[config.mk]
export PLATFORM = sky130hd
export DESIGN_NAME = priority_donation_table_core_flat
export DESIGN_NICKNAME = d
export VERILOG_FILES = /design/src/hw/rtl/pdt_pkg.sv /design/src/hw/rtl/pdt_req_if.sv /design/src/hw/rtl/pdt_rsp_if.sv /design/src/hw/rtl/pdt_ctrl.sv /design/src/hw/rtl/pdt_dp.sv /design/src/hw/rtl/priority_donation_table_core.sv /design/src/flat_wrapper.sv
export SDC_FILE = /design/constraint.sdc
export NUM_CORES = 2
export LEC_CHECK = 0
export ABC_AREA = 1
export ABC_CLOCK_PERIOD_IN_PS = 5200
export BUFFER_PORTS_ARGS = -buffer_cell sky130_fd_sc_hd__buf_2
export CAP_MARGIN = 0
export CORE_ASPECT_RATIO = 1.25
export CORE_UTILIZATION = 55
export DETAILED_ROUTE_END_ITERATION = 7
export GPL_ROUTABILITY_DRIVEN = 0
export HOLD_SLACK_MARGIN = 0.1
export PLACE_DENSITY = 0.79
export SLEW_MARGIN = 20
export SYNTH_ARGS = -nofsm -noshare
export SYNTH_HDL_FRONTEND = slang
export SYNTH_SLANG_ARGS = --single-unit
[constraint.sdc]
create_clock -name clk -period 5.2 [get_ports clk]
set_input_delay 0.78 -clock clk [delete_from_list [all_inputs] [get_ports clk]]
set_output_delay 0.78 -clock clk [all_outputs]
set_load 0.02 [all_outputs]
[src/hw/rtl/pdt_pkg.sv]
// shared constants, types and helpers for the priority donation table
`default_nettype none

package pdt_pkg;

  localparam int NUM_SLOTS  = 64;
  localparam int NUM_LEVELS = 4;

  localparam int IDX_W  = $clog2(NUM_SLOTS);
  localparam int CMD_W  = 3;
  localparam int SLOT_W = 6;
  localparam int TID_W  = 16;
  localparam int ID_W   = 15;
  localparam int LVL_W  = 2;

  localparam logic [CMD_W-1:0] CMD_ATTACH  = 3'd0;
  localparam logic [CMD_W-1:0] CMD_FREE    = 3'd1;
  localparam logic [CMD_W-1:0] CMD_SET     = 3'd2;
  localparam logic [CMD_W-1:0] CMD_BOOST   = 3'd3;
  localparam logic [CMD_W-1:0] CMD_RESTORE = 3'd4;

  typedef enum logic [2:0] {
    ST_IDLE,
    ST_CMP,
    ST_PICK,
    ST_READ,
    ST_WRITE
  } state_t;

  typedef struct packed {
    logic load;
    logic compare;
    logic pick;
    logic read;
    logic commit;
  } ctrl_cmd_t;

  typedef struct packed {
    logic out_busy;
  } ctrl_stat_t;

  function automatic logic [LVL_W-1:0] clamp_level(logic [LVL_W-1:0] v);
    if (32'(v) >= NUM_LEVELS) begin
      return LVL_W'(NUM_LEVELS - 1);
    end
    return v;
  endfunction

endpackage

`default_nettype wire

[src/hw/rtl/pdt_req_if.sv]
// request channel: command transaction into the table
`default_nettype none

interface pdt_req_if
  import pdt_pkg::*;
  ();
  logic                    valid;
  logic                    ready;
  logic [CMD_W-1:0]        command;
  logic [SLOT_W-1:0]       slot;
  logic signed [TID_W-1:0] task_id;
  logic [LVL_W-1:0]        level;

  modport source (output valid, command, slot, task_id, level, input ready);
  modport sink   (input valid, command, slot, task_id, level, output ready);
endinterface

`default_nettype wire

[src/hw/rtl/pdt_rsp_if.sv]
// response channel: one result transaction per command
`default_nettype none

interface pdt_rsp_if
  import pdt_pkg::*;
  ();
  logic             valid;
  logic             ready;
  logic             found;
  logic             changed;
  logic [LVL_W-1:0] level_before;
  logic [LVL_W-1:0] level_after;
  logic             donation_active;

  modport source (output valid, found, changed, level_before, level_after,
                  donation_active, input ready);
  modport sink   (input valid, found, changed, level_before, level_after,
                  donation_active, output ready);
endinterface

`default_nettype wire

[src/hw/rtl/pdt_ctrl.sv]
// controller state machine sequencing compare, pick, read and write
`default_nettype none

module pdt_ctrl
  import pdt_pkg::*;
(
  input  wire logic       clk,
  input  wire logic       rst,
  input  wire logic       req_valid,
  output logic            req_ready,
  input  wire ctrl_stat_t stat,
  output ctrl_cmd_t       cmd
);

  state_t state;
  state_t state_next;

  always_ff @(posedge clk) begin
    if (rst) begin
      state <= ST_IDLE;
    end else begin
      state <= state_next;
    end
  end

  always_comb begin
    state_next = state;
    unique case (state)
      ST_IDLE: begin
        if (req_valid) state_next = ST_CMP;
      end
      ST_CMP:  state_next = ST_PICK;
      ST_PICK: state_next = ST_READ;
      ST_READ: state_next = ST_WRITE;
      ST_WRITE: begin
        if (!stat.out_busy) state_next = ST_IDLE;
      end
      default: state_next = ST_IDLE;
    endcase
  end

  always_comb begin
    req_ready = 1'b0;
    cmd       = '0;
    unique case (state)
      ST_IDLE: begin
        req_ready = 1'b1;
        cmd.load  = req_valid;
      end
      ST_CMP:   cmd.compare = 1'b1;
      ST_PICK:  cmd.pick    = 1'b1;
      ST_READ:  cmd.read    = 1'b1;
      ST_WRITE: cmd.commit  = !stat.out_busy;
      default: begin
        req_ready = 1'b0;
      end
    endcase
  end

endmodule

`default_nettype wire

[src/hw/rtl/pdt_dp.sv]
// datapath: id match row, slot picker, level memories and result register
`default_nettype none

module pdt_dp
  import pdt_pkg::*;
(
  input  wire logic      clk,
  input  wire logic      rst,
  input  wire ctrl_cmd_t cmd,
  output ctrl_stat_t     stat,
  pdt_req_if.sink        req,
  pdt_rsp_if.source      rsp
);

  // captured transaction
  logic [CMD_W-1:0]  cmd_r;
  logic [SLOT_W-1:0] slot_r;
  logic [TID_W-1:0]  tid_r;
  logic [LVL_W-1:0]  lvl_r;

  // per-slot flags and id row
  logic [NUM_SLOTS-1:0] used;
  logic [NUM_SLOTS-1:0] sv;
  logic [ID_W-1:0]      id_row [NUM_SLOTS];
  logic [NUM_SLOTS-1:0] hit;

  // level memories
  logic [LVL_W-1:0] level_mem [NUM_SLOTS];
  logic [LVL_W-1:0] saved_mem [NUM_SLOTS];

  logic [IDX_W-1:0] idx_r;
  logic             any_r;
  logic [IDX_W-1:0] pick_idx;
  logic             pick_any;
  logic             slot_ok;

  logic [LVL_W-1:0] cur_rd;
  logic [LVL_W-1:0] sav_rd;
  logic             sv_rd;

  // commit decode
  logic             ok;
  logic [LVL_W-1:0] lvl_new;
  logic             sv_new;
  logic             wr_lvl;
  logic             wr_sav;
  logic             wr_id;
  logic             set_used;
  logic             clr_used;
  logic             res_found;
  logic             res_changed;
  logic [LVL_W-1:0] res_before;
  logic [LVL_W-1:0] res_after;
  logic             res_active;

  // result register
  logic             out_valid;
  logic             out_found;
  logic             out_changed;
  logic [LVL_W-1:0] out_before;
  logic [LVL_W-1:0] out_after;
  logic             out_active;

  always_ff @(posedge clk) begin
    if (cmd.load) begin
      cmd_r  <= req.command;
      slot_r <= req.slot;
      tid_r  <= req.task_id;
      lvl_r  <= clamp_level(req.level);
    end
  end

  assign slot_ok = (32'(slot_r) < NUM_SLOTS);

  always_ff @(posedge clk) begin
    if (cmd.compare) begin
      for (int i = 0; i < NUM_SLOTS; i++) begin
        hit[i] <= used[i] && (id_row[i] == tid_r[ID_W-1:0]);
      end
    end
  end

  // lowest numbered matching slot wins
  always_comb begin
    pick_idx = '0;
    pick_any = 1'b0;
    for (int i = NUM_SLOTS - 1; i >= 0; i--) begin
      if (hit[i]) begin
        pick_idx = IDX_W'(i);
        pick_any = 1'b1;
      end
    end
  end

  always_ff @(posedge clk) begin
    if (cmd.pick) begin
      if (cmd_r == CMD_ATTACH || cmd_r == CMD_FREE) begin
        idx_r <= IDX_W'(slot_r);
        any_r <= slot_ok;
      end else begin
        idx_r <= pick_idx;
        any_r <= pick_any;
      end
    end
  end

  always_ff @(posedge clk) begin
    if (cmd.read) begin
      cur_rd <= level_mem[idx_r];
    end
    if (cmd.commit && wr_lvl) begin
      level_mem[idx_r] <= lvl_new;
    end
  end

  always_ff @(posedge clk) begin
    if (cmd.read) begin
      sav_rd <= saved_mem[idx_r];
    end
    if (cmd.commit && wr_sav) begin
      saved_mem[idx_r] <= cur_rd;
    end
  end

  always_ff @(posedge clk) begin
    if (cmd.read) begin
      sv_rd <= sv[idx_r];
    end
  end

  always_ff @(posedge clk) begin
    if (cmd.commit && wr_id) begin
      id_row[idx_r] <= tid_r[ID_W-1:0];
    end
  end

  always_comb begin
    ok          = 1'b0;
    lvl_new     = cur_rd;
    sv_new      = sv_rd;
    wr_lvl      = 1'b0;
    wr_sav      = 1'b0;
    wr_id       = 1'b0;
    set_used    = 1'b0;
    clr_used    = 1'b0;
    res_found   = 1'b0;
    res_changed = 1'b0;
    res_before  = '0;
    res_after   = '0;
    res_active  = 1'b0;
    unique case (cmd_r)
      CMD_ATTACH: begin
        ok = !tid_r[TID_W-1] && any_r;
        if (ok) begin
          lvl_new   = lvl_r;
          sv_new    = 1'b0;
          wr_lvl    = 1'b1;
          wr_id     = 1'b1;
          set_used  = 1'b1;
          res_found = 1'b1;
          res_after = lvl_r;
        end
      end
      CMD_FREE: begin
        ok = any_r;
        if (ok) begin
          sv_new    = 1'b0;
          clr_used  = 1'b1;
          res_found = 1'b1;
        end
      end
      CMD_SET, CMD_BOOST, CMD_RESTORE: begin
        ok = !tid_r[TID_W-1] && any_r;
        if (ok) begin
          if (cmd_r == CMD_SET) begin
            lvl_new = lvl_r;
          end else if (cmd_r == CMD_BOOST) begin
            if (lvl_r < cur_rd) begin
              // keep the original level only on the first donation
              wr_sav  = !sv_rd;
              sv_new  = 1'b1;
              lvl_new = lvl_r;
            end
          end else if (sv_rd) begin
            lvl_new = sav_rd;
            sv_new  = 1'b0;
          end
          wr_lvl      = 1'b1;
          res_found   = 1'b1;
          res_before  = cur_rd;
          res_after   = lvl_new;
          res_changed = (lvl_new != cur_rd);
          res_active  = sv_new;
        end
      end
      default: begin
        ok = 1'b0;
      end
    endcase
  end

  always_ff @(posedge clk) begin
    if (rst) begin
      used <= '0;
      sv   <= '0;
    end else if (cmd.commit && ok) begin
      if (set_used) used[idx_r] <= 1'b1;
      if (clr_used) used[idx_r] <= 1'b0;
      sv[idx_r] <= sv_new;
    end
  end

  always_ff @(posedge clk) begin
    if (rst) begin
      out_valid <= 1'b0;
    end else if (cmd.commit) begin
      out_valid <= 1'b1;
    end else if (rsp.ready) begin
      out_valid <= 1'b0;
    end
  end

  always_ff @(posedge clk) begin
    if (cmd.commit) begin
      out_found   <= res_found;
      out_changed <= res_changed;
      out_before  <= res_before;
      out_after   <= res_after;
      out_active  <= res_active;
    end
  end

  assign stat.out_busy       = out_valid && !rsp.ready;
  assign rsp.valid           = out_valid;
  assign rsp.found           = out_found;
  assign rsp.changed         = out_changed;
  assign rsp.level_before    = out_before;
  assign rsp.level_after     = out_after;
  assign rsp.donation_active = out_active;

endmodule

`default_nettype wire

[src/hw/rtl/priority_donation_table_core.sv]
// top level of the priority donation table
// a result is registered at write-back, after the compare, pick and read states that follow its request
// a new request is taken only after the previous command has passed the compare, pick,
//   memory read and write-back steps, and is held off while the response is stalled
// reset: synchronous; clears the used and saved-valid flags,
//   ids and levels are written by attach before they are read
`default_nettype none

module priority_donation_table_core
  import pdt_pkg::*;
(
  input wire logic  clk,
  input wire logic  rst,
  pdt_req_if.sink   req,
  pdt_rsp_if.source rsp
);

  ctrl_cmd_t  cmd;
  ctrl_stat_t stat;

  pdt_ctrl u_ctrl (
    .clk       (clk),
    .rst       (rst),
    .req_valid (req.valid),
    .req_ready (req.ready),
    .stat      (stat),
    .cmd       (cmd)
  );

  pdt_dp u_dp (
    .clk  (clk),
    .rst  (rst),
    .cmd  (cmd),
    .stat (stat),
    .req  (req),
    .rsp  (rsp)
  );

  // one command in flight at a time
  a_one_in_flight: assert property (@(posedge clk) disable iff (rst)
    req.valid && req.ready |=> !req.ready)
    else $error("request taken while a command is in flight");

  // write-back never overwrites a pending response
  a_no_overwrite: assert property (@(posedge clk) disable iff (rst)
    cmd.commit |-> !(rsp.valid && !rsp.ready))
    else $error("commit while response is stalled");

  a_commit_shows: assert property (@(posedge clk) disable iff (rst)
    cmd.commit |=> rsp.valid)
    else $error("committed result not presented");

  // a command reaches write-back after the compare, pick and read states that follow acceptance
  a_latency: assert property (@(posedge clk) disable iff (rst)
    req.valid && req.ready |-> ##4 (cmd.commit || stat.out_busy))
    else $error("command did not reach write-back in time");

endmodule

`default_nettype wire
[src/flat_wrapper.sv]
// flat-port wrapper written by rule: the top's interface ports become plain ports
module priority_donation_table_core_flat import pdt_pkg::*;
  (clk, rst, req_valid, req_command, req_slot, req_task_id, req_level, req_ready, rsp_valid, rsp_found, rsp_changed, rsp_level_before, rsp_level_after, rsp_donation_active, rsp_ready);
  pdt_req_if req_i ();
  pdt_rsp_if rsp_i ();
  input wire logic clk;
  input wire logic rst;
  input wire logic [$bits(req_i.valid)-1:0] req_valid;
  input wire logic [$bits(req_i.command)-1:0] req_command;
  input wire logic [$bits(req_i.slot)-1:0] req_slot;
  input wire logic [$bits(req_i.task_id)-1:0] req_task_id;
  input wire logic [$bits(req_i.level)-1:0] req_level;
  output wire logic [$bits(req_i.ready)-1:0] req_ready;
  output wire logic [$bits(rsp_i.valid)-1:0] rsp_valid;
  output wire logic [$bits(rsp_i.found)-1:0] rsp_found;
  output wire logic [$bits(rsp_i.changed)-1:0] rsp_changed;
  output wire logic [$bits(rsp_i.level_before)-1:0] rsp_level_before;
  output wire logic [$bits(rsp_i.level_after)-1:0] rsp_level_after;
  output wire logic [$bits(rsp_i.donation_active)-1:0] rsp_donation_active;
  input wire logic [$bits(rsp_i.ready)-1:0] rsp_ready;
  assign req_i.valid = req_valid;
  assign req_i.command = req_command;
  assign req_i.slot = req_slot;
  assign req_i.task_id = req_task_id;
  assign req_i.level = req_level;
  assign req_ready = req_i.ready;
  assign rsp_valid = rsp_i.valid;
  assign rsp_found = rsp_i.found;
  assign rsp_changed = rsp_i.changed;
  assign rsp_level_before = rsp_i.level_before;
  assign rsp_level_after = rsp_i.level_after;
  assign rsp_donation_active = rsp_i.donation_active;
  assign rsp_i.ready = rsp_ready;
  priority_donation_table_core u_core (.clk(clk), .rst(rst), .req(req_i), .rsp(rsp_i));
endmodule
; Yosys cells after proc, flatten, opt, wreduce, memory -nomap -nowiden
; Memory sizes are Yosys's and may differ from the RTL's. A register that Yosys moved wholly into a read port is not among the register bits.
; Index checks and enable logic that the tools add are counted.
[word_totals]
input_bits = 31
n_memories = 3
word_cells = 308
reg_bits = 238
ram_bits = 1216
output_inout_bits = 9
[mem_list]
columns = name, depth, word_bits, read_ports, rd_ports_with_merged_regs, wr, line_no
row1 = u_core.u_dp.id_row, 64, 15, 64, 0, 1, pdt_dp.sv:24  ; logic [ID_W-1:0] id_row [NUM_SLOTS];
row2 = u_core.u_dp.level_mem, 64, 2, 1, 1, 1, pdt_dp.sv:28  ; logic [LVL_W-1:0] level_mem [NUM_SLOTS];
row3 = u_core.u_dp.saved_mem, 64, 2, 1, 1, 1, pdt_dp.sv:29  ; logic [LVL_W-1:0] saved_mem [NUM_SLOTS];
[op_classes]
eq_ne = 75
n_bitwise = 3
magnitude_cmp = 3
muxes = 123
reduce_logical = 84
[ops]
columns = cell, n
row1 = equality test 15 bit, 64
row2 = two-way mux 6 bit, 65
row3 = two-way mux 64 bit, 4
row4 = logical AND 1 bit, 71
row5 = bitwise AND 64 bit, 1
row6 = bitwise mux 64 bit, 1
row7 = inverter 64 bit, 1
row8 = OR 64 bit, 1
row9 = OR reduction 64 bit, 1
row10 = two-way mux 1 bit, 33
row11 = two-way mux 2 bit, 10
row12 = case mux 3 bit (5 select lines), 1
row13 = "equality test 3 x 2 -> 1 bit, second input constant", 4
row14 = case mux 2 bit (2 select lines), 2
row15 = "< comparator 6 x 7 -> 1 bit, second input constant", 1
row16 = binary-select mux 1 bit (select 6 bit), 1
row17 = demux 1 bit (select 6 bit), 1
row18 = "equality test 3 x 1 -> 1 bit, second input constant", 2
row19 = "equality test 3 bit, second input constant", 2
row20 = "greater-or-equal comparator 6 x 1 -> 1 bit, second input constant", 1
row21 = logical NOT 3 bit, 2
row22 = two-way mux 3 bit, 2
row23 = logical NOT 1 bit, 4
row24 = "inequality test 2 bit, second input constant", 2
row25 = 9 further kinds, 11

; Longest topological paths before layout
[logic_depth]
depth_word = 65
depth_mapped = 65
ltp_nobuf = 65

; Worst setup path before layout
; No wires, ideal clock.
[synth_timing]
path_kind = reg2reg
startpoint = register u_core.u_ctrl.state[0]
endpoint = register u_core.u_dp.hit[0], enable pin
period_less_slack_ps = 5340
path_buffers = 0
stages_incl_launch_ff = 3
required_time_ps = 4632
setup_ps = 568
t_arrival_ps = 4772
slack_ps = -140
path_cell_list = dfxtp_1 inv_1 nor3_1
[synth_via]
elab_chain_cells = 2
[synth_rtl]
columns = element, line_no
row1 = from (decl), pdt_ctrl.sv:15  ; state_t state;
row2 = from (signal assigned), pdt_ctrl.sv:22  ; state <= state_next;
row3 = equality test 3 x 1 -> 1 bit, pdt_ctrl.sv:45  ; unique case (state)
row4 = two-way mux 1 bit, pdt_ctrl.sv:45
row5 = "to (signal, indexed assignment)", pdt_dp.sv:78  ; hit[i] <= used[i] && (id_row[i] == tid_r[ID_W-1:0]);
row6 = to (decl), pdt_dp.sv:25  ; logic [NUM_SLOTS-1:0] hit;
; No other way between the ends.
; A chain may end at the register's enable or synchronous reset.

; Final worst setup path
[layout_timing]
startpoint = register u_core.u_dp.hit[61]
endpoint = register u_core.u_dp.idx_r[0], data pin
[layout_via]
elab_chain_cells = 63
[layout_rtl]
columns = element, line_no
row1 = two-way mux 6 bit (62 in series), pdt_dp.sv:88  ; if (hit[i]) begin
row2 = two-way mux 6 bit, pdt_dp.sv:97  ; if (cmd_r == CMD_ATTACH || cmd_r == CMD_FREE) begin
row3 = to (signal assigned), pdt_dp.sv:98  ; idx_r <= IDX_W'(slot_r);
row4 = to (signal assigned), pdt_dp.sv:101  ; idx_r <= pick_idx;
row5 = to (decl), pdt_dp.sv:31  ; logic [IDX_W-1:0] idx_r;
; No other way between the ends.

==> summary.txt <==
met3 capacity usage during global routing: 7.15%
switching portion of total power: 23.8%
Post-Route WL: 180,000 µm
type of origin of the critical path: flip-flop
CTS tree: built
Post-Syn Area: 60,700 µm²
xor-xnor portion of the synthesized cell area: 2.42%
failing checks: DRC
CP Max Fanout: 2
layout cell share with drive strength beyond 1: 9.97%
r2r endpoint: u_core.u_dp.idx_r[0]$_DFFE_PP_
Clock Sinks: 1,458
Worst Reg-to-Reg Cells: 64
Synth top area share: 65.6%
reg-to-reg slack, setup: 1.02 ns
CP dominant cell by count: nand2_1
sequential power share: 52.3%
worst rel slew slack: 18.2%
Root Buffer: clkbuf_16
Post-Layout Cell Count: 6,476
Post-synth top cells: edfxtp_1 (1,326), nand2_1 (691), nor2_1 (485), o21ai_0 (355), inv_1 (255)
data arrival time of the worst path: 4.70 ns
first-pass iteration count of the detailed router: 8
Setup crit end kind: flip-flop
simple-gate share of the synthesized area: 11.2%
HP Class: input pin to flip-flop
actual slew at the worst max-slew pin: 1.22 ns
Core Region: 109,000 µm²
Setup TNS Final: 0 ns
Nets: 4,957
register area share after synthesis: 70.0%
Cells after DPL: 6,227
RR Startpoint: u_core.u_dp.hit[61]$_DFFE_PN_
DIE AREA: 112,000 µm²
clock-pin transition on the worst setup and hold timing paths: 0.06 ns
busiest grt layer: met2
Final Cycle Share: 80.3%
WS Path Type: flip-flop to flip-flop
run status: finished with violations
Synth cell types: 48
design area: 67,400 µm²
Synth area leaders: edfxtp_1 (66%), dfxtp_1 (4.4%), nand2_1 (4.3%)
Die H: 373 µm
total CTS buffers: 133
hold path start: req_task_id[13]
final hold vios: 0
Compound-Gate Fraction of Synth Area: 12.7%
Synth Flop Type: edfxtp_1
Final Util: 61.9%
max cap viols: 0
CP startpoint: u_core.u_dp.hit[61]$_DFFE_PN_
met2 Use GR: 51.0%
Final ANT Viol Nets: 0
die width: 299 µm
initial antenna violation count: 8
GRT Total Usage: 31.7%
iteration-0 DRC count of the detailed router: 6,565
pwr/cell area: 369 nW/µm²
vias per cell: 6.78
Post-Synth Adder-Cell Area: 0.0412%
Net Count, Synth: 4,936
Syn Area/Cell: 12.4 µm²
ys async rst share: 0%
#FFs+latches synth: 1,458
number of synthesized flops with an enable pin: 1,326
cts repair resizes: 0
largest family of logic cells by synthesized area: compound AO/OA/AOI/OAI gates
Gate Count Post-Synth: 4,903
synth warn: 0
unrepaired setup endpoints after global routing: false
area leader, netlist: edfxtp_1
WHS: 0.186 ns
Max Slew Vio Count: 0
VDD IR-drop max: 0.257 mV
met1 usage: 38.5%
setup violators final: 0
# hold bufs at CTS: 0
per-cell routed wire length: 27.8 µm
LEAKAGE: 21.6 nW
DR vias: 43,930
site row count: 135
mux share of post-synthesis cell area: 0%
effective utilization at floorplan: 55.7%
cell with the most instances after synthesis: edfxtp_1
slowest CP cell: edfxtp_1
end of the critical path: u_core.u_dp.idx_r[0]$_DFFE_PP_
area grow syn2layout: 11.1%
first-pass GRT wire length: 262,000 µm
clock latency on the worst-skew pair: 0.79 ns
postcts setup bufs: 0
part of the power in the clock network: 39.7%
Net Switching: 5.91 mW
IO Pins: 40
crit path time final: 4.18 ns
detailed-placement wirelength estimate: 103,000 µm
vias in the first global route: 42,524
clk_skew: 0.0334 ns
achievable frequency: 239 MHz
Comb pwr share: 8.0%
Required @ worst endpoint: 5.73 ns
DR DRC count: 9
Int Pwr: 18.9 mW
grt total ovfl: 0
pin count of the biggest net entering global routing: 88
Placed Instance Area: 63,000 µm²
PortBufs: 39
crit-path max cell delay: 0.39 ns
H-Tree Depth: 4
maximum clock insertion buffer count: 3
-- worst max-delay path, delay by kind of cell, from the launching register on --
family | cells | cell delay, ns
DFF | 1 | 0.39
and+or+nand+nor | 63 | 3.41
buffers and inverters | 1 | 0.08
-- cells in the final DEF (no fill, tap or decap), types with 11 or more instances in the layout --
master,count
bufinv_16,11
inv_1,250
a22o_1,160
a211oi_1,21
a22oi_1,48
o31ai_1,20
edfxtp_1,1326
or4_1,13
clkbuf_1,24
nor2_1,434
nor4_1,136
o22ai_1,180
inv_4,11
buf_12,20
nor3_1,36
nand3_1,53
dfxtp_1,132
a221o_1,16
clkinv_2,22
o221ai_1,23
clkinv_1,33
xnor2_1,87
o21ai_1,18
o211ai_1,27
xor2_1,81
nor2_2,52
inv_2,16
nand4_1,75
or2_2,46
o21ai_0,355
buf_4,105
nand2_1,688
buf_2,39
a2111oi_0,35
a221oi_1,75
o221a_1,34
clkbuf_16,140
a21oi_1,107
nor4b_1,19
-- metrics by stage --
| step | power (mW) | setup WS, ns |
|---|---|---|
| 2_1_floorplan | 14.3 | 1.50 |
| 3_3_place_gp | 15.1 | 1.08 |
| 3_5_place_dp | 15.2 | 1.23 |
| 4_1_cts | 24.8 | 1.15 |
| 5_1_grt | 25.3 | 0.462 |
| 6_report | 24.9 | 1.02 |
-- sequential cells by signal, summed over array words and instances (netlist names), 3 cells and up --
| name | count |
|---|---|
| u_core.u_dp.hit | 64 |
| u_core.u_dp.cmd_r | 3 |
| u_core.u_dp.tid_r | 16 |
| u_core.u_ctrl.state | 3 |
| u_core.u_dp.slot_r | 6 |
| u_core.u_dp.id_row | 960 |
| u_core.u_dp.idx_r | 6 |
| u_core.u_dp.used | 64 |
| u_core.u_dp.sv | 64 |
| u_core.u_dp.level_mem | 128 |
| u_core.u_dp.saved_mem | 128 |
-- logic make-up (layout without fill, tap and decap cells) --
kind of cell | count (synthesis) | count (layout)
compound gates | 1144 | 1144
other cells | 0 | 5
flops | 1458 | 1458
simple gates | 1566 | 1566
fa+ha+maj | 2 | 2
xor+xnor | 168 | 168
buf+inv | 565 | 695
-- metal layers --
layer	part of all wire (%)	wire length (µm)
met5	0.049	89
met2	47	84200
met3	13	22600
met1	34	60500
met4	7.0	12500
-- area by class of cell --
type / count / area (µm²)
antenna: 5 / 12.5
clock buffer: 167 / 3630
clock inverter: 77 / 704
fill: 7755 / 41500
inverter: 287 / 1190
multi-input combinational: 2880 / 16200
sequential: 1458 / 42500
tap: 1438 / 1800
timing repair buffer: 164 / 1380
-- worst min path at each step --
stage | depth (start not counted) | slack [ns] | endpoint
2_1_floorplan | 2 | 0.42 | u_core.u_dp.used[25]$_SDFFE_PP0P_
6_report | 1 | 0.19 | u_core.u_dp.tid_r[13]$_DFFE_PP_
3_5_place_dp | 2 | 0.45 | u_core.u_dp.used[38]$_SDFFE_PP0P_
4_1_cts | 1 | 0.15 | u_core.u_dp.tid_r[13]$_DFFE_PP_
5_1_grt | 1 | 0.16 | u_core.u_dp.tid_r[13]$_DFFE_PP_
3_3_place_gp | 2 | 0.45 | u_core.u_dp.used[6]$_SDFFE_PP0P_
-- power by group through the flow --
stage,clock (mW),sequential [mW],combinational [mW]
floorplan,0,13.3,0.966
global placement,0,13.2,1.87
CTS,9.86,13.0,1.92
global route,10.3,13.0,2.05
detailed placement,0,13.3,1.91
finish,9.86,13.0,2.00
Power figures use the tool's default switching activity.
